[config.mk]
export PLATFORM = sky130hd
export DESIGN_NAME = song_event_byte_encoder
export DESIGN_NICKNAME = d
export VERILOG_FILES = /design/src/sv/sebe_pkg.sv /design/src/sv/sebe_front.sv /design/src/sv/sebe_queue.sv /design/src/sv/sebe_back.sv /design/src/sv/song_event_byte_encoder.sv
export SDC_FILE = /design/constraint.sdc
export NUM_CORES = 1
export LEC_CHECK = 0
export BUFFER_PORTS_ARGS = -buffer_cell sky130_fd_sc_hd__buf_2
export CAP_MARGIN = 5
export CORE_UTILIZATION = 40
export DETAILED_ROUTE_END_ITERATION = 16
export GPL_ROUTABILITY_DRIVEN = 0
export GPL_TIMING_DRIVEN = 0
export SLEW_MARGIN = 20
export SYNTH_ARGS = -nofsm -noshare
export SYNTH_HDL_FRONTEND = slang
export SYNTH_SLANG_ARGS = --single-unit
[constraint.sdc]
create_clock -name clk -period 9.2 [get_ports clk]
set_input_delay 0.92 -clock clk [delete_from_list [all_inputs] [get_ports clk]]
set_output_delay 0.92 -clock clk [all_outputs]
set_load 0.005 [all_outputs]
[src/sv/sebe_pkg.sv]
// Shared types, constants and helpers for the song event byte encoder.
// Used by the front, queue, back and top-level modules; depends on nothing.
package sebe_pkg;

  localparam int TIME_BITS       = 24;
  localparam int MAX_LONG_DELAYS = 59;

  localparam int LONG_STEP_SH = 13;
  localparam int LONG_W       = $clog2(MAX_LONG_DELAYS + 1);
  localparam int LIM_W        = 34;
  localparam int REM_W        = LONG_STEP_SH + 1;
  localparam logic [LIM_W-1:0] LONG_LIMIT =
    LIM_W'((MAX_LONG_DELAYS + 1) * (1 << LONG_STEP_SH));
  localparam logic [REM_W-1:0] COARSE_MIN = REM_W'(128);

  localparam int QUEUE_DEPTH = 2;
  localparam int QPTR_W      = $clog2(QUEUE_DEPTH);
  localparam int QCNT_W      = $clog2(QUEUE_DEPTH + 1);

  localparam logic [6:0] NOTE_BASE_RESET = 7'd39;
  localparam logic [7:0] LONG_BYTE       = 8'hbf;
  localparam logic [7:0] COARSE_TAG      = 8'h80;
  localparam logic [1:0] NOTE_TAG        = 2'b11;
  localparam logic [5:0] NOTE_SPAN       = 6'h3f;
  localparam logic [5:0] DUR_MAX         = 6'h3f;

  localparam logic [2:0] ST_OK       = 3'd0;
  localparam logic [2:0] ST_BACKWARD = 3'd1;
  localparam logic [2:0] ST_RANGE    = 3'd2;
  localparam logic [2:0] ST_CHANNEL  = 3'd3;
  localparam logic [2:0] ST_TOO_LONG = 3'd4;

  typedef struct packed {
    logic              err;
    logic [2:0]        status;
    logic [LONG_W-1:0] n_long;
    logic              has_coarse;
    logic [7:0]        coarse_byte;
    logic              has_fine;
    logic [7:0]        fine_byte;
    logic              has_note0;
    logic [7:0]        note0_byte;
    logic              has_note1;
    logic [7:0]        note1_byte;
  } sebe_item_t;

  function automatic logic item_pending(sebe_item_t it);
    return it.err | (it.n_long != '0) | it.has_coarse | it.has_fine |
           it.has_note0 | it.has_note1;
  endfunction

endpackage

[src/sv/sebe_front.sv]
// Front end: accepts input transactions, runs the error checks and splits the delay.
// Holds the write head and the note base register; depends on sebe_pkg.
module sebe_front import sebe_pkg::*; (
  input  logic             clk,
  input  logic             rst_n,
  input  logic             in_valid,
  input  logic             in_command,
  input  logic [23:0]      in_event_time,
  input  logic [6:0]       in_note_number,
  input  logic [3:0]       in_channel,
  input  logic [15:0]      in_duration,
  input  logic             cfg_valid,
  input  logic [6:0]       cfg_note_base,
  input  logic             q_full,
  output logic             push,
  output sebe_item_t       push_item
);

  logic [TIME_BITS-1:0] wh_r, wh_nxt;
  logic [6:0]           base_r, base_nxt;

  logic [TIME_BITS-1:0] t;
  logic [TIME_BITS-1:0] d;
  logic [LIM_W-1:0]     d_ext;
  logic [LIM_W-1:0]     dm1;
  logic [REM_W-1:0]     rem;
  logic [7:0]           fine_val;
  logic [7:0]           base_top;
  logic [11:0]          dur_q;
  logic [5:0]           dur_sat;
  logic                 d_nz;
  logic                 range_bad;
  logic                 ch_bad;
  logic                 accept;
  logic [2:0]           status;
  sebe_item_t           item;

  always_comb begin
    t         = TIME_BITS'(in_event_time);
    d         = t - wh_r;
    d_ext     = LIM_W'(d);
    d_nz      = (d != '0);
    dm1       = d_ext - LIM_W'(1);
    rem       = REM_W'(dm1[LONG_STEP_SH-1:0]) + REM_W'(1);
    base_top  = {1'b0, base_r} + 8'd63;
    range_bad = (in_note_number < base_r) || ({1'b0, in_note_number} > base_top);
    ch_bad    = |in_channel[3:2];
    dur_q     = in_duration[15:4];
    dur_sat   = (|dur_q[11:6]) ? DUR_MAX : dur_q[5:0];

    if (!in_command && range_bad) begin
      status = ST_RANGE;
    end else if (!in_command && ch_bad) begin
      status = ST_CHANNEL;
    end else if (t < wh_r) begin
      status = ST_BACKWARD;
    end else if (d_ext > LONG_LIMIT) begin
      status = ST_TOO_LONG;
    end else begin
      status = ST_OK;
    end

    item             = '0;
    item.status      = status;
    item.coarse_byte = COARSE_TAG | 8'((rem >> 7) - REM_W'(1));
    fine_val         = '0;
    if (status != ST_OK) begin
      item.err = 1'b1;
    end else begin
      if (d_nz) begin
        item.n_long     = LONG_W'(dm1 >> LONG_STEP_SH);
        item.has_coarse = (rem > COARSE_MIN);
        fine_val        = item.has_coarse ? {1'b0, rem[6:0]} : rem[7:0];
      end
      item.has_fine   = (fine_val != 8'd0);
      item.fine_byte  = fine_val - 8'd1;
      item.has_note0  = !in_command;
      item.has_note1  = !in_command;
      item.note0_byte = {NOTE_TAG, 6'(in_note_number - base_r) & NOTE_SPAN};
      item.note1_byte = {in_channel[1:0], dur_sat};
    end

    accept    = in_valid && !q_full;
    push      = accept && item_pending(item);
    push_item = item;
    wh_nxt    = (accept && status == ST_OK) ? t : wh_r;
    base_nxt  = cfg_valid ? cfg_note_base : base_r;
  end

  always_ff @(posedge clk) begin
    if (!rst_n) begin
      wh_r   <= '0;
      base_r <= NOTE_BASE_RESET;
    end else begin
      wh_r   <= wh_nxt;
      base_r <= base_nxt;
    end
  end

endmodule

[src/sv/sebe_queue.sv]
// Short queue of classified transactions between the front and back ends.
// Register array with read and write pointers; depends on sebe_pkg.
module sebe_queue import sebe_pkg::*; (
  input  logic       clk,
  input  logic       rst_n,
  input  logic       push,
  input  sebe_item_t push_item,
  input  logic       pop,
  output sebe_item_t head_item,
  output logic       full,
  output logic       empty
);

  sebe_item_t        mem_r [QUEUE_DEPTH];
  logic [QPTR_W-1:0] wr_ptr_r, wr_ptr_nxt;
  logic [QPTR_W-1:0] rd_ptr_r, rd_ptr_nxt;
  logic [QCNT_W-1:0] cnt_r, cnt_nxt;

  always_comb begin
    full       = (cnt_r == QCNT_W'(QUEUE_DEPTH));
    empty      = (cnt_r == '0);
    head_item  = mem_r[rd_ptr_r];
    wr_ptr_nxt = wr_ptr_r;
    rd_ptr_nxt = rd_ptr_r;
    cnt_nxt    = cnt_r;
    if (push) begin
      wr_ptr_nxt = (wr_ptr_r == QPTR_W'(QUEUE_DEPTH - 1)) ? '0 : wr_ptr_r + QPTR_W'(1);
    end
    if (pop) begin
      rd_ptr_nxt = (rd_ptr_r == QPTR_W'(QUEUE_DEPTH - 1)) ? '0 : rd_ptr_r + QPTR_W'(1);
    end
    if (push && !pop) begin
      cnt_nxt = cnt_r + QCNT_W'(1);
    end else if (pop && !push) begin
      cnt_nxt = cnt_r - QCNT_W'(1);
    end
  end

  always_ff @(posedge clk) begin
    if (push) begin
      mem_r[wr_ptr_r] <= push_item;
    end
  end

  always_ff @(posedge clk) begin
    if (!rst_n) begin
      wr_ptr_r <= '0;
      rd_ptr_r <= '0;
      cnt_r    <= '0;
    end else begin
      wr_ptr_r <= wr_ptr_nxt;
      rd_ptr_r <= rd_ptr_nxt;
      cnt_r    <= cnt_nxt;
    end
  end

endmodule

[src/sv/sebe_back.sv]
// Back end: emits the bytes of queued classified transactions, one per cycle while
// out_stall is low. Drives the registered output channel; depends on sebe_pkg.
module sebe_back import sebe_pkg::*; (
  input  logic       clk,
  input  logic       rst_n,
  input  sebe_item_t head_item,
  input  logic       q_empty,
  output logic       pop,
  output logic       out_valid,
  input  logic       out_stall,
  output logic [7:0] out_byte,
  output logic       out_last,
  output logic [2:0] out_status
);

  sebe_item_t w_r, w_nxt;
  logic       ov_r, ov_nxt;
  logic [7:0] ob_r, ob_nxt;
  logic       ol_r, ol_nxt;
  logic [2:0] os_r, os_nxt;
  logic       advance;

  always_comb begin
    advance = !ov_r || !out_stall;
    w_nxt   = w_r;
    ov_nxt  = ov_r;
    ob_nxt  = ob_r;
    ol_nxt  = ol_r;
    os_nxt  = os_r;
    pop     = 1'b0;
    if (!item_pending(w_r)) begin
      if (!q_empty) begin
        pop   = 1'b1;
        w_nxt = head_item;
      end
      if (advance) begin
        ov_nxt = 1'b0;
      end
    end else if (advance) begin
      ov_nxt = 1'b1;
      os_nxt = ST_OK;
      if (w_r.err) begin
        ob_nxt    = 8'd0;
        os_nxt    = w_r.status;
        w_nxt.err = 1'b0;
      end else if (w_r.n_long != '0) begin
        ob_nxt       = LONG_BYTE;
        w_nxt.n_long = w_r.n_long - LONG_W'(1);
      end else if (w_r.has_coarse) begin
        ob_nxt           = w_r.coarse_byte;
        w_nxt.has_coarse = 1'b0;
      end else if (w_r.has_fine) begin
        ob_nxt         = w_r.fine_byte;
        w_nxt.has_fine = 1'b0;
      end else if (w_r.has_note0) begin
        ob_nxt          = w_r.note0_byte;
        w_nxt.has_note0 = 1'b0;
      end else begin
        ob_nxt          = w_r.note1_byte;
        w_nxt.has_note1 = 1'b0;
      end
      ol_nxt = !item_pending(w_nxt);
    end
  end

  always_ff @(posedge clk) begin
    if (!rst_n) begin
      w_r  <= '0;
      ov_r <= 1'b0;
    end else begin
      w_r  <= w_nxt;
      ov_r <= ov_nxt;
    end
    ob_r <= ob_nxt;
    ol_r <= ol_nxt;
    os_r <= os_nxt;
  end

  assign out_valid  = ov_r;
  assign out_byte   = ob_r;
  assign out_last   = ol_r;
  assign out_status = os_r;

  // An error result is always a single zero byte that closes its transaction.
  assert property (@(posedge clk) disable iff (!rst_n)
    (ov_r && os_r != ST_OK) |-> (ol_r && ob_r == 8'd0))
    else $error("error result is not a lone zero byte");

  // Bytes of one transaction follow each other without a gap.
  assert property (@(posedge clk) disable iff (!rst_n)
    (ov_r && !out_stall && !ol_r) |=> ov_r)
    else $error("gap inside a transaction's byte sequence");

  // An error transaction carries no stream bytes besides its error result.
  assert property (@(posedge clk) disable iff (!rst_n)
    w_r.err |-> (w_r.n_long == '0 && !w_r.has_coarse && !w_r.has_fine &&
                 !w_r.has_note0 && !w_r.has_note1))
    else $error("error transaction also holds stream bytes");

  // A new transaction is taken only once the previous one is fully emitted.
  assert property (@(posedge clk) disable iff (!rst_n)
    (ov_r && !ol_r) |-> !pop)
    else $error("transaction loaded before the previous one finished");

endmodule

[src/sv/song_event_byte_encoder.sv]
// Top level of the song event byte encoder: front end, queue and back end.
// Depends on sebe_pkg, sebe_front, sebe_queue and sebe_back.
//
// Input transactions (note events or end of song) are taken on the in_ channel
// when in_valid is high and in_stall is low. The front end checks each one at
// once, moves the write head and places a classified entry in a two-entry queue;
// in_stall is high only while that queue is full. An end of song with no delay
// produces nothing.
// The back end loads each entry from the queue, then emits its bytes one per
// cycle on the out_ channel while out_stall is low, out_last marking the final
// byte of each transaction. The back end takes a new entry only after the
// previous transaction's last byte has been emitted.
// When out_stall is high the current result is held and the back end pauses;
// the front end keeps accepting until the queue fills.
// The note base register is written through cfg_valid/cfg_note_base; cfg_ready
// is always high. Reset (rst_n low, synchronous) clears the write head and the
// queue, drops any pending output and sets the note base to 39.
module song_event_byte_encoder import sebe_pkg::*; (
  input  logic        clk,
  input  logic        rst_n,
  input  logic        in_valid,
  output logic        in_stall,
  input  logic        in_command,
  input  logic [23:0] in_event_time,
  input  logic [6:0]  in_note_number,
  input  logic [3:0]  in_channel,
  input  logic [15:0] in_duration,
  output logic        out_valid,
  input  logic        out_stall,
  output logic [7:0]  out_byte,
  output logic        out_last,
  output logic [2:0]  out_status,
  input  logic        cfg_valid,
  output logic        cfg_ready,
  input  logic [6:0]  cfg_note_base
);

  sebe_item_t push_item;
  sebe_item_t head_item;
  logic       push;
  logic       pop;
  logic       q_full;
  logic       q_empty;

  assign in_stall  = q_full;
  assign cfg_ready = 1'b1;

  sebe_front u_front (
    .clk            (clk),
    .rst_n          (rst_n),
    .in_valid       (in_valid),
    .in_command     (in_command),
    .in_event_time  (in_event_time),
    .in_note_number (in_note_number),
    .in_channel     (in_channel),
    .in_duration    (in_duration),
    .cfg_valid      (cfg_valid),
    .cfg_note_base  (cfg_note_base),
    .q_full         (q_full),
    .push           (push),
    .push_item      (push_item)
  );

  sebe_queue u_queue (
    .clk       (clk),
    .rst_n     (rst_n),
    .push      (push),
    .push_item (push_item),
    .pop       (pop),
    .head_item (head_item),
    .full      (q_full),
    .empty     (q_empty)
  );

  sebe_back u_back (
    .clk        (clk),
    .rst_n      (rst_n),
    .head_item  (head_item),
    .q_empty    (q_empty),
    .pop        (pop),
    .out_valid  (out_valid),
    .out_stall  (out_stall),
    .out_byte   (out_byte),
    .out_last   (out_last),
    .out_status (out_status)
  );

endmodule

# --- After elaboration in Yosys (flattened, before gate mapping) ---
# Memories as Yosys holds them, arrays and structs flattened. A register that Yosys moved wholly into a read port is not among the register bits.
# Index checks and enable logic that the tools add are counted.
totals:
  input_bits: 64
  ramBits: 90
  out_inout_bits: 15
  memories: 1
  regBits: 94
classes:
  add_sub_neg: 12
  muxes: 64
  eq_ne: 3
  n_lt_le_gt_ge: 5
  n_reduce_logical: 31
  bitwise: 17
memory_table:
  columns: ["name", "depth", "word_bits", "rd", "rd_ports_with_merged_regs", "write_ports", "line", "text"]
  rows:
  - ["u_queue.mem_r", 2, 45, 1, 1, 1, "sebe_queue.sv:14", "sebe_item_t mem_r [QUEUE_DEPTH];"]
ops:
  columns: ["op", "n"]
  rows:
  - ["$mux W8", 7]
  - ["$mux W7", 7]
  - ["$mux W46", 1]
  - ["$mux W1", 40]
  - ["$mux W27", 1]
  - ["$gt A24 B19 Y1 const B", 1]
  - ["$lt A24 B24 Y1", 1]
  - ["$reduce_bool A24 Y1", 1]
  - ["$sub A24 B24 Y24", 1]
  - ["$sub A19 B1 Y19 const B", 1]
  - ["$reduce_bool A6 Y1", 3]
  - ["$or A1 B1 Y1", 15]
  - ["$add A13 B1 Y14 const B", 1]
  - ["$gt A14 B8 Y1 const B", 1]
  - ["$mux W3", 4]
  - ["$mux W6", 2]
  - ["$add A7 B6 Y8 const B", 1]
  - ["$gt A7 B8 Y1", 1]
  - ["$reduce_bool A8 Y1", 1]
  - ["$sub A8 B1 Y8 const B", 1]
  - ["$logic_and A1 B1 Y1", 7]
  - ["$logic_not A1 Y1", 7]
  - ["$lt A7 B7 Y1", 1]
  - ["$sub A7 B1 Y7 const B", 1]
  - ["other kinds (18)", 25]

# --- Logic depth before layout (Yosys ltp) ---
# Gate-level depths: netlist (run 1).
depth:
  word_depth: 19
  depth_mapped: 23

# --- Hierarchy ---
# Synthesis (run 1) repeated with hierarchy kept, for this count alone.
unflattened:
  cells_unflattened: 1124
  hier_area_um2: 10670.2
modules_own_cells:
  columns: ["module", "seq_area_each_um2", "cells_per_inst", "n_inst", "area_per_inst_um2"]
  rows:
  - ["sebe_front", 620.6, 642, 1, 4469.3]
  - ["sebe_queue", 2862.7, 165, 1, 3549.7]
  - ["sebe_back", 1301.2, 315, 1, 2640.0]
  - ["song_event_byte_encoder", 0.0, 2, 1, 11.3]

# --- Worst setup path before layout (run 1) ---
# OpenSTA, ideal clock, no wires.
synth_timing:
  kind: "input -> register"
  start: "input in_event_time[0]"
  end: "memory u_queue.mem_r[0][0] (netlist bit) (enable)"
  arrival_time_ns: 7.153
  required_ns: 8.703
  stages: 18
  path_buffers: 1
  path_slack_ns: 1.550
  cell_sequence: "inv_1 > ha_1 > fa_1 > nand2b_1 > a21boi_4 > nor2_1 > o21ai_0 > xor2_1 > or3_1 > clkbuf_1 > nor4_2 > nand2_1 > nor3_4 > or3_1 > ha_1 > and3_1 > a41o_1 > nor3_1"
synth_between:
  elab_chain_cells: 17
  elab_cells_between_ends: 29
  classes_between: "add/sub: 3; order compare: 3; mux: 13; bitwise: 5; reduce/logical: 5"
synth_rtl:
  columns: ["element", "line", "text"]
  rows:
  - ["start: declaration", "song_event_byte_encoder.sv:24", "input logic [23:0] in_event_time,"]
  - ["branches (longest 13 deep; another with $sub A24 B24 Y24)", null, null]
  - ["$or A1 B1 Y1 (*)", "sebe_pkg.sv:49", "it.has_note0 | it.has_note1;"]
  - ["$logic_and A1 B1 Y1 (*)", "sebe_front.sv:84", "push = accept && item_pending(item);"]
  - ["$mux W1 (*)", "sebe_queue.sv:40", "if (push) begin"]
  - ["$mux W1 (not written as such) (*)", "sebe_queue.sv:41", "mem_r[wr_ptr_r] <= push_item;"]
  - ["end: declaration", "sebe_queue.sv:14", null]
# Every way passes the cells marked *. The select of a mux whose other input is x is not followed.

# --- Final worst setup path (run 1) ---
layout_timing:
  start: "input in_event_time[6]"
  end: "memory u_queue.mem_r[1][42] (netlist bit) (enable)"
layout_between:
  elab_chain_cells: 17
  elab_cells_between_ends: 29
  classes_between: "add/sub: 3; order compare: 3; mux: 13; bitwise: 5; reduce/logical: 5"
layout_rtl:
  columns: ["element", "line", "text"]
  rows:
  - ["branches (longest 13 deep; another with $sub A24 B24 Y24)", null, null]
  - ["$or A1 B1 Y1 (*)", "sebe_pkg.sv:49", null]
  - ["$logic_and A1 B1 Y1 (*)", "sebe_front.sv:84", null]
  - ["named net push", "song_event_byte_encoder.sv:40", "logic push;"]
  - ["$mux W1 (*)", "sebe_queue.sv:40", null]
  - ["$mux W1 (not written as such) (*)", "sebe_queue.sv:41", null]
# Mark *: on every way through the listed nets, which the timed path passes. The select of a mux whose other input is x is not followed.

==> run_results.csv, run 1 <==
group,metric,value,unit
run,cap_violations,0,
drt,drc,0,
synthesis,ys_dominant_reg_cell,"edfxtp_1",
finish,fillers,2475,
cts,cts_buffers,17,
power,pwr-share-clk,25.2,%
cts,cts_tree,"built",
timing,period_minus_slack,5.776,ns
timing,max_clock_freq,173.1,MHz
timing,rsz0062_at_grt,"false",
worst_hold_path,min-delay-start,"u_back.w_r[34]",
global_route,grt_remaining_overflow,0,
die,die_area,0.02654,mm^2
finish,layout_common_cells,"168 x nor2_1, 98 x edfxtp_1, 87 x a21oi_1",
place,hpwl,18550,um
cts,cts_root_buf,"clkbuf_16",
timing,holdWs,0.4850,ns
finish,drive_gt1_share,13.08,%
global_route,grt_pass1_wl,39320,um
timing,hold_viol_final,0,
timing,maxSlewViolCount,0,
setup_path,cp_max_fo,24,
synthesis,yosys_warnings,0,
synthesis,syn_avg_cell_area,9.571,um^2
drt,drt_wl_total,24340,um
die,io_pins,79,
finish,fin_util,46.77,%
timing,worst_pin_slew,0.8252,ns
power,internal_power,1841,uW
die,initial_core_util,41.01,%
cts,cts.sinks,180,
setup_path,critPathLaunchType,"primary input",
synthesis,syn_area,0.01036,mm^2
timing,relSlewSlack,44.98,%
power,finalPower,2919,uW
global_route,grt_antenna_before_repair,0,
cts,clk_path_buf_depth,2,
die,die_h,162.9,um
synthesis,synth-seq-cells,180,
cts,clkLatencyLatePin,0.43,ns
timing,finalSetupViolCount,0,
power,cellPowerDensity,247.1,mW/mm^2
power,pwr-share-seq,39.6,%
power,power.net_switching,1078,uW
finish,area_growth,14.06,%
setup_path,cp-end-kind,"flop",
power,ir_drop,0.1596,mV
power,leakagePower,0.004341,uW
power,p_comb_share,35.3,%
setup_path,r2r_start,"u_front.wh_r[6]",
timing,fin_crit_sh,62.78,%
synthesis,ys_seq_area_share,44.27,%
drt,wl_per_cell,15.97,um
place,placed_cells,1491,
drt,drtIter0Drc,574,
global_route,grt_use_total,18.93,%
drt,viasPerCell,5.245,
setup_path,required,9.38,ns
setup_path,cp.arrival,5.95,ns
die,core,0.02525,mm^2
cts,cts_resized,0,
finish,layout_commonest_cell,"nor2_1",
setup_path,crit_start,"in_event_time[6]",
place,portBuffers,73,
die,fp.dieW,162.9,um
drt,dr.pass1.iters,5,
drt,num_vias,7993,
finish,layout.nets,1292,
setup_path,worst-setup-path-type,"primary input to flop",
synthesis,synthArstFlopShare,0,%
worst_hold_path,worstHoldPathType,"flop to flop",
run_status,status,"finished, final reports clean",
cts,post_cts.repair.setup_buffers,0,
cts,cts-htree-levels,4,
cts,postCtsHoldBufs,0,
global_route,grt_max_degree,25,
timing,skew,0.01510,ns
global_route,grt_pass1_vias,7655,
synthesis,synth_nets,1194,
finish,final_cells,1524,
cts,clk_pin_slew,0.07,ns
drt,antenna_left,0,
synthesis,syn-instance-count,1082,
power,p_sw_share,36.94,%
die,rows,58,
synthesis,synth_edf_count,98,
synthesis,yosysUniqueCellTypes,86,
worst paths after layout:
check                                             to  slack [ns]  cells past startpoint
worst max-delay path            u_queue.mem_r[1][42]        3.42                     21
worst min-delay path                  u_back.w_r[34]        0.49                      2
worst max register to register  u_queue.mem_r[1][42]        3.67                     21
worst min register to register        u_back.w_r[34]        0.49                      2
layer usage:
layer / vias up / global-route usage (%) / part of all wire, %
li1: 4111 / - / -
met1: 3737 / 25.57 / 49
met2: 128 / 31.59 / 47
met3: 17 / 3.107 / 3.3
met4: 0 / 4.291 / 1.2
met5: - / 0 / 0
state kept, by name (all words and copies together) (netlist names), named ones only:
signal	count
u_queue.rd_ptr_r	1
u_back.out_status	3
u_back.w_r	45
u_queue.cnt_r	2
u_back.out_last	1
u_front.wh_r	24
u_back.out_valid	1
u_back.out_byte	8
u_front.base_r	7
u_queue.mem_r	86
u_queue.wr_ptr_r	1
cells in the mapped netlist (all sizes together) (3+ instances only):
cell type | instances | area share [%]
nor4 | 9 | 0.75
and3 | 9 | 0.54
a21oi | 88 | 4.3
clkbuf | 39 | 1.4
a21boi | 5 | 0.47
a21o | 14 | 1.0
o21bai | 3 | 0.22
xor2 | 20 | 1.7
ha | 46 | 5.6
o31ai | 7 | 0.51
edfxtp | 98 | 28
nand2b | 12 | 0.72
mux2 | 4 | 0.43
o22ai | 6 | 0.36
o211ai | 11 | 0.80
xnor2 | 29 | 2.5
or3 | 9 | 0.64
a211oi | 38 | 2.8
nand3 | 13 | 0.68
nor2 | 170 | 6.3
o32a | 3 | 0.29
nor2b | 7 | 0.42
nor3b | 3 | 0.33
a31oi | 7 | 0.42
buf | 14 | 0.80
o21a | 8 | 0.58
or2 | 5 | 0.30
nor3 | 25 | 1.4
inv | 53 | 1.9
o21ai | 37 | 1.8
and2 | 16 | 0.97
and4 | 5 | 0.42
mux2i | 80 | 7.7
dfxtp | 82 | 16
nand2 | 57 | 2.1
o2111ai | 6 | 0.51
logic make-up after synthesis:
| family | count (synthesis) | share of synthesized area (%) |
|---|---|---|
| flops | 180 | 44.27 |
| compound gates | 262 | 16.66 |
| other cells | 1 | 0.03621 |
| xor+xnor | 49 | 4.217 |
| buf+inv | 106 | 4.144 |
| mux | 84 | 8.167 |
| fa+ha+maj | 48 | 5.944 |
| simple gates | 352 | 16.56 |
power by group through the flow:
stage / Sequential, uW / Combinational [uW] / Clock [uW]
2_1_floorplan: 1150 / 740 / 0
3_3_place_gp: 1180 / 1000 / 0
3_5_place_dp: 1170 / 1020 / 0
4_1_cts: 1150 / 1030 / 750
5_1_grt: 1170 / 1150 / 785
6_report: 1160 / 1030 / 735
layout make-up:
class | count | area (um^2) | share of cell area [%]
diodes | 1 | 2.502 | 0.02118
plain buffers | 53 | 230.2 | 1.949
clock buffers | 18 | 450.4 | 3.813
clock inverters | 14 | 153.9 | 1.303
inverters | 53 | 198.9 | 1.684
multi-input cells | 796 | 5349 | 45.28
flip-flops and latches | 180 | 4584 | 38.81
well taps | 330 | 412.9 | 3.495
repair buffers | 79 | 430.4 | 3.644
critical path, cell delays in order:
cell and delay, ns:
buf_2 0.11, ha_1 0.27, buf_2 0.18, a21oi_1 0.31, o21ai_1 0.24, or2_2 0.34
o211ai_1 0.34, nand4b_4 0.18, or3_1 0.39, clkbuf_1 0.18, nor4_2 0.16, nand2_1 0.17
nor3_4 0.38, or2_2 0.21, ha_1 0.17, and3_1 0.19, nand3_1 0.10, a211oi_2 0.26
nor2_2 0.13, and2_2 0.45, buf_16 0.27
stage by stage:
step	setup TNS, ns	instance area, um^2	worst slack, ns
after floorplan	0	10360	1.550
after global placement	-32.97	11130	-0.7700
after detailed placement	0	11210	3.000
after CTS	0	11810	3.412
after global routing	0	11810	2.971
final	0	11810	3.424
(Power assumes the default switching activity.)
==> run 2, diff against run 1 <==
--- a/config.mk
+++ b/config.mk
@@ -5,6 +5,7 @@
 export SDC_FILE = /design/constraint.sdc
 export NUM_CORES = 1
 export LEC_CHECK = 0
+export ABC_AREA = 1
 export BUFFER_PORTS_ARGS = -buffer_cell sky130_fd_sc_hd__buf_2
 export CAP_MARGIN = 5
 export CORE_UTILIZATION = 40
==> constraint.sdc (replaced) <==
create_clock -name clk -period 5.9 [get_ports clk]
set_input_delay 0.59 -clock clk [delete_from_list [all_inputs] [get_ports clk]]
set_output_delay 0.59 -clock clk [all_outputs]
set_load 0.005 [all_outputs]
==> run_results.csv, run 2 <==
group,metric,value,unit
run_status,status,"finished, final reports clean",
finish,antenna_cells,0,
finish,reg_top3,"u_queue.mem_r (86), u_back.w_r (45), u_front.wh_r (24)",
timing,max_clock_freq,215.5,MHz
timing,hold_viol_final,0,
run,cap_violations,0,
drt,drt_wl_total,27450,um
timing,setup_ws,1.260,ns
synthesis,synth_top_cells_by_count,"404 x nand2_1, 186 x inv_1, 106 x nor2_1",
synthesis,syn_avg_cell_area,7.506,um^2
timing,rsz0062_at_grt,"false",
finish,largest_reg_flops,86,
finish,area_growth,13.69,%
cts,clk_pin_slew,0.08,ns
power,pwr-share-clk,25.9,%
timing,finalSetupViolCount,0,
place,hpwl,21530,um
cts,clk_path_buf_depth,2,
setup_path,crit_top_cell,"nand2_1",
power,internal_power,2785,uW
synthesis,syn-instance-count,1461,
cts,cts_resized,0,
die,die_area,0.02808,mm^2
timing,period_minus_slack,4.640,ns
drt,dr.pass1.iters,5,
cts,postCtsHoldBufs,0,
power,power.net_switching,1851,uW
setup_path,worst-setup-path-type,"flop to flop",
worst_hold_path,min_path_cells,3,
synthesis,synth-compound-area-share,13.42,%
timing,holdWs,0.3658,ns
place,place_ws,0.7798,ns
synthesis,yosysUniqueCellTypes,56,
synthesis,synth_largest_area_cell,"edfxtp_1",
synthesis,synth-seq-cells,180,
synthesis,synth_nets,1573,
setup_path,cp.arrival,4.96,ns
synthesis,synth-simple-area-share,28.68,%
drt,viasPerCell,5.044,
synthesis,synth_xor_area_share,1.278,%
drt,num_vias,9629,
synthesis,synthAdderAreaFrac,5.613,%
die,die_h,167.6,um
setup_path,ff2ff_setup_slack,1.26,ns
global_route,grt_pass1_vias,8967,
place,portBuffers,72,
timing,worst_pin_slew,0.7850,ns
timing,final.setup.tns,0,ns
setup_path,cp-end-kind,"flop",
place,placed_cells,1877,
drt,wl_per_cell,14.38,um
finish,layout_common_cells,"404 x nand2_1, 185 x inv_1, 105 x nor2_1",
finish,fillers,2734,
global_route,grt_antenna_before_repair,1,
power,finalPower,4635,uW
cts,post_cts.repair.setup_buffers,0,
drt,drc,0,
synthesis,synth_top_family_by_area,"simple AND/OR/NAND/NOR gates",
setup_path,required,6.22,ns
global_route,grt_pass1_wl,44510,um
setup_path,reg2regPathDepth,28,
synthesis,synth_area_leaders,"edfxtp_1 27%, dfxtp_1 15%, nand2_1 14%, inv_1 6.4%, ha_1 5.2%",
cts,cts-htree-levels,4,
timing,skew,0.03155,ns
synthesis,ys_seq_area_share,41.80,%
synthesis,yosysMostFrequentCell,"nand2_1",
finish,final_cells,1909,
power,leakagePower,0.005569,uW
synthesis,syn_area,0.01097,mm^2
timing,fin_crit_sh,78.64,%
finish,layout.nets,1667,
synthesis,synth_top_area_share,26.83,%
drt,drtIter0Drc,559,
die,io_pins,79,
synthesis,muxShareOfSynthArea,0.2738,%
die,core,0.02695,mm^2
power,pwr-share-seq,38.6,%
setup_path,worst_path_max_delay_cell,"fa_1",
timing,relSlewSlack,47.66,%
drt,antenna_left,0,
timing,maxSlewViolCount,0,
cts,cts_buffers,17,
finish,regMostFlops,"u_queue.mem_r",
die,initial_core_util,40.69,%
setup_path,cpPeakStageDelay,0.43,ns
finish,drive_gt1_share,13.84,%
global_route,grt_max_degree,23,
cts,cts.sinks,180,
power,ir_drop,0.1823,mV
setup_path,critPathLaunchType,"flop",
die,fp.dieW,167.6,um
cts,clkLatencyLatePin,0.45,ns
cts,cts_tree,"built",
global_route,grt_remaining_overflow,0,
setup_path,cp_max_fo,5,
power,p_sw_share,39.92,%
cts,cts_root_buf,"clkbuf_16",
finish,layout_commonest_cell,"nand2_1",
synthesis,synth_edf_count,98,
die,rows,60,
synthesis,ys_dominant_reg_cell,"edfxtp_1",
synthesis,yosys_warnings,0,
power,cellPowerDensity,371.8,mW/mm^2
worst_hold_path,worstHoldPathType,"primary input to flop",
power,p_comb_share,35.5,%
global_route,grt_use_total,20.01,%
synthesis,synthArstFlopShare,0,%
-- run 2: cell count changes after synthesis, sizes merged, moves of 16 or more --
cell and change:
nand2 +380, inv +157, mux2i -77, nand3 +66
o21ai +60, nor2 -41, a211oi -36, a31oi +34
nand4 +26, xnor2 -24, nor3 -16
-- run 2: worst paths after layout --
check | startpoint | to
worst max-delay path | u_front.wh_r[0] | u_queue.cnt_r[1]
worst min-delay path | cfg_note_base[0] | u_front.base_r[0]
worst max register to register | u_front.wh_r[0] | u_queue.cnt_r[1]
worst min register to register | u_front.wh_r[8] | u_front.wh_r[8]
-- run 2: power by group through the flow --
stage / sequential [uW] / combinational [uW] / clock (uW)
2_1_floorplan: 1780 / 1150 / 0
3_3_place_gp: 1820 / 1590 / 0
3_5_place_dp: 1810 / 1640 / 0
4_1_cts: 1790 / 1650 / 1230
5_1_grt: 1820 / 1860 / 1280
6_report: 1790 / 1640 / 1200
-- run 2: kinds of logic after synthesis --
group / count (synthesis)
and+or+nand+nor: 700
DFF: 180
xor gates and xnor gates: 16
adders and majority gates: 48
buffers and inverters: 253
other: 1
AOI/OAI and AO/OA: 260
muxes: 3
-- run 2: final cells by class --
type	instances	area, um^2	share of cell area [%]
inverter	214	803.3	6.443
sequential	180	4584	36.77
buffer	39	172.7	1.385
tap	341	426.7	3.422
multi-input combinational	1028	5414	43.42
clock inverter	15	206.4	1.656
clock buffer	17	425.4	3.412
timing repair buffer	75	435.4	3.492
-- run 2: metal layers --
metal	wire length (um)	track usage, %
met4	480	6.382
met5	0	0
met3	884	2.954
met2	13630	35.34
met1	12450	24.96
-- run 2: stage by stage --
step | instance area (um^2) | util (%)
finish | 12470 | 46.26
global route | 12470 | 46.26
CTS | 12470 | 46.26
detailed placement | 11840 | 43.92
global placement | 11750 | 43.61
floorplan | 10970 | -
-- run 2: worst max-delay path: cells and delay by family, from the launching register on --
family,cells,cell delay [ns]
compound gates,6,0.62
fa+ha+maj,4,1.17
flops,1,0.32
simple gates,16,2.22
buf+inv,2,0.18
==> run 3, diff against run 2 <==
--- a/config.mk
+++ b/config.mk
@@ -5,7 +5,7 @@
 export SDC_FILE = /design/constraint.sdc
 export NUM_CORES = 1
 export LEC_CHECK = 0
-export ABC_AREA = 1
+export ABC_AREA = 0
 export BUFFER_PORTS_ARGS = -buffer_cell sky130_fd_sc_hd__buf_2
 export CAP_MARGIN = 5
 export CORE_UTILIZATION = 40
==> constraint.sdc (replaced) <==
create_clock -name clk -period 3.9 [get_ports clk]
set_input_delay 0.39 -clock clk [delete_from_list [all_inputs] [get_ports clk]]
set_output_delay 0.39 -clock clk [all_outputs]
set_load 0.005 [all_outputs]
==> run_results.csv, run 3 (synthesis results as in run 1) <==
group,metric,value,unit
finish,reg_top3,"u_queue.mem_r (86), u_back.w_r (45), u_front.wh_r (24)",
setup_path,crit_top_cell,"ha_4",
global_route,grt_pass1_wl,41290,um
cts,cts.sinks,180,
run_status,violations,"negative setup slack",
drt,drt_wl_total,26630,um
setup_path,critPathLaunchType,"flop",
finish,layout_common_cells,"161 x nor2_1, 98 x edfxtp_1, 78 x buf_2, 78 x mux2i_1, 77 x dfxtp_1",
setup_path,cp_cell_sequence,"ha_4 -> fa_2 -> nand2b_4 -> a21boi_4 -> o21ai_2 -> a211o_1 -> nand4b_4 -> or3_4 -> nor4_4 -> nand2_2 -> nor3_4 -> or2_4 -> ha_4 -> and3_4 -> nand3_4 -> a211oi_4 -> nor2_4 -> ha_4 -> xor2_1 -> or3_1 -> a21oi_2",
global_route,grt_use_total,19.95,%
drt,routed-wl-met2,12880,um
power,power.net_switching,2695,uW
finish,layout.nets,1346,
setup_path,cp.arrival,4.97,ns
die,die_h,162.9,um
finish,final_cells,1577,
cts,postCtsHoldBufs,0,
power,p_comb_share,38.3,%
drt,top_layer_used,"met4",
power,internal_power,4588,uW
setup_path,path_buf_inv,0,
drt,num_vias,8429,
cts,cts_tree,"built",
finish,layout_commonest_cell,"nor2_1",
drt,wl_met1,12270,um
timing,period_minus_slack,4.608,ns
global_route,grt_remaining_overflow,0,
finish,area_growth,27.49,%
timing,max_clock_freq,217.0,MHz
drt,viasPerCell,5.345,
die,initial_core_util,41.01,%
place,placed_cells,1488,
timing,hold_viol_final,0,
timing,relSlewSlack,45.65,%
timing,skew,0.01838,ns
die,io_pins,79,
setup_path,cp_max_fo,4,
timing,maxSlewViolCount,0,
setup_path,critical_path.top_delay_family,"simple AND/OR/NAND/NOR gates",
drt,drtIter0Drc,466,
setup_path,cpPeakStageDelay,0.37,ns
setup_path,cp-end-kind,"flop",
power,leakagePower,0.004851,uW
die,fp.dieW,162.9,um
drt,drc,0,
global_route,grt_max_degree,20,
timing,worst_pin_slew,0.8153,ns
place,place_ws,-1.681,ns
die,core,0.02525,mm^2
timing,finalSetupViolCount,108,
finish,antenna_cells,0,
setup_path,required,4.27,ns
power,pwr-share-seq,37.6,%
finish,drive_gt1_share,26.30,%
global_route,grt_antenna_before_repair,0,
drt,dr.pass1.iters,6,
finish,regMostFlops,"u_queue.mem_r",
timing,setup_ws,-0.7076,ns
cts,cts_buffers,17,
place,portBuffers,73,
cts,clk_path_buf_depth,2,
power,cellPowerDensity,551.6,mW/mm^2
setup_path,worst-setup-path-type,"flop to flop",
drt,met3WireLength,1018,um
cts,cts-htree-levels,4,
finish,largest_reg_flops,86,
setup_path,ff2ff_setup_slack,-0.71,ns
worst_hold_path,worstHoldPathType,"primary input to flop",
power,ir_drop,0.3675,mV
power,pwr-share-clk,24.2,%
run_status,status,"finished with violations",
drt,antenna_left,0,
timing,fin_crit_sh,118.1,%
cts,clkLatencyLatePin,0.44,ns
cts,clk_pin_slew,0.08,ns
run,cap_violations,0,
setup_path,worst_path_max_delay_cell,"or3_4",
power,p_sw_share,37.00,%
timing,final.setup.tns,-50.75,ns
drt,wl_per_cell,16.89,um
die,rows,58,
place,hpwl,18520,um
timing,rsz0062_at_grt,"true",
cts,cts_root_buf,"clkbuf_16",
die,die_area,0.02654,mm^2
global_route,grt_pass1_vias,8012,
-- run 3: stage by stage --
step                total power, uW  hold slack, ns  utilization (%)  cell area (um^2)
global placement               5148          0.4543            44.43             11220
global route                   7712          0.1720            52.28             13200
detailed placement             5204          0.4679            44.65             11280
CTS                            7172          0.1660            49.72             12560
floorplan                      4472          0.4406                -             10440
finish                         7283          0.1811            52.28             13200
-- run 3: worst paths after layout --
kind	startpoint	endpoint	cells after the start
hold / removal	cfg_note_base[5]	u_front.base_r[5]	3
setup / recovery	u_front.wh_r[0]	u_queue.cnt_r[1]	21
hold reg to reg	u_back.w_r[34]	u_back.w_r[34]	2
setup reg to reg	u_front.wh_r[0]	u_queue.cnt_r[1]	21
-- run 3: layer usage --
metal / vias to the layer above / global-route usage [%]
met5: - / 0
met4: 0 / 5.692
met3: 30 / 3.489
met2: 182 / 33.27
met1: 3987 / 26.37
li1: 4230 / -
-- run 3: worst register-to-register path, stage by stage, from the launching register on --
cell and delay, ns:
dfxtp_2 0.33, ha_4 0.16, fa_2 0.36, nand2b_4 0.18, a21boi_4 0.19, o21ai_2 0.09
a211o_1 0.33, nand4b_4 0.18, or3_4 0.37, nor4_4 0.15, nand2_2 0.11, nor3_4 0.27
or2_4 0.18, ha_4 0.13, and3_4 0.19, nand3_4 0.08, a211oi_4 0.31, nor2_4 0.10
ha_4 0.17, xor2_1 0.14, or3_1 0.36, a21oi_2 0.14
-- run 3: timing repair --
item | CTS | global route
resized for setup | 84 | 98
pin swaps | 24 | 36
endpoints found under the setup margin | 201 | 208
setup buffers | 28 | 29
cloned | 9 | 2
-- run 3: cell type report --
class / instances / area (um^2)
plain buffers: 43 / 225.2
clock buffers: 17 / 425.4
repair buffers: 136 / 1036
multi-input cells: 803 / 6116
fillers: 2297 / 12050
clock inverters: 15 / 183.9
inverters: 53 / 212.7
well taps: 330 / 412.9
flip-flops and latches: 180 / 4591
-- run 3: power groups by stage --
stage / clock [uW] / sequential, uW / combinational, uW
2_1_floorplan: 0 / 2710 / 1760
3_3_place_gp: 0 / 2760 / 2380
3_5_place_dp: 0 / 2770 / 2440
4_1_cts: 1790 / 2730 / 2650
5_1_grt: 1870 / 2780 / 3060
6_report: 1760 / 2740 / 2790
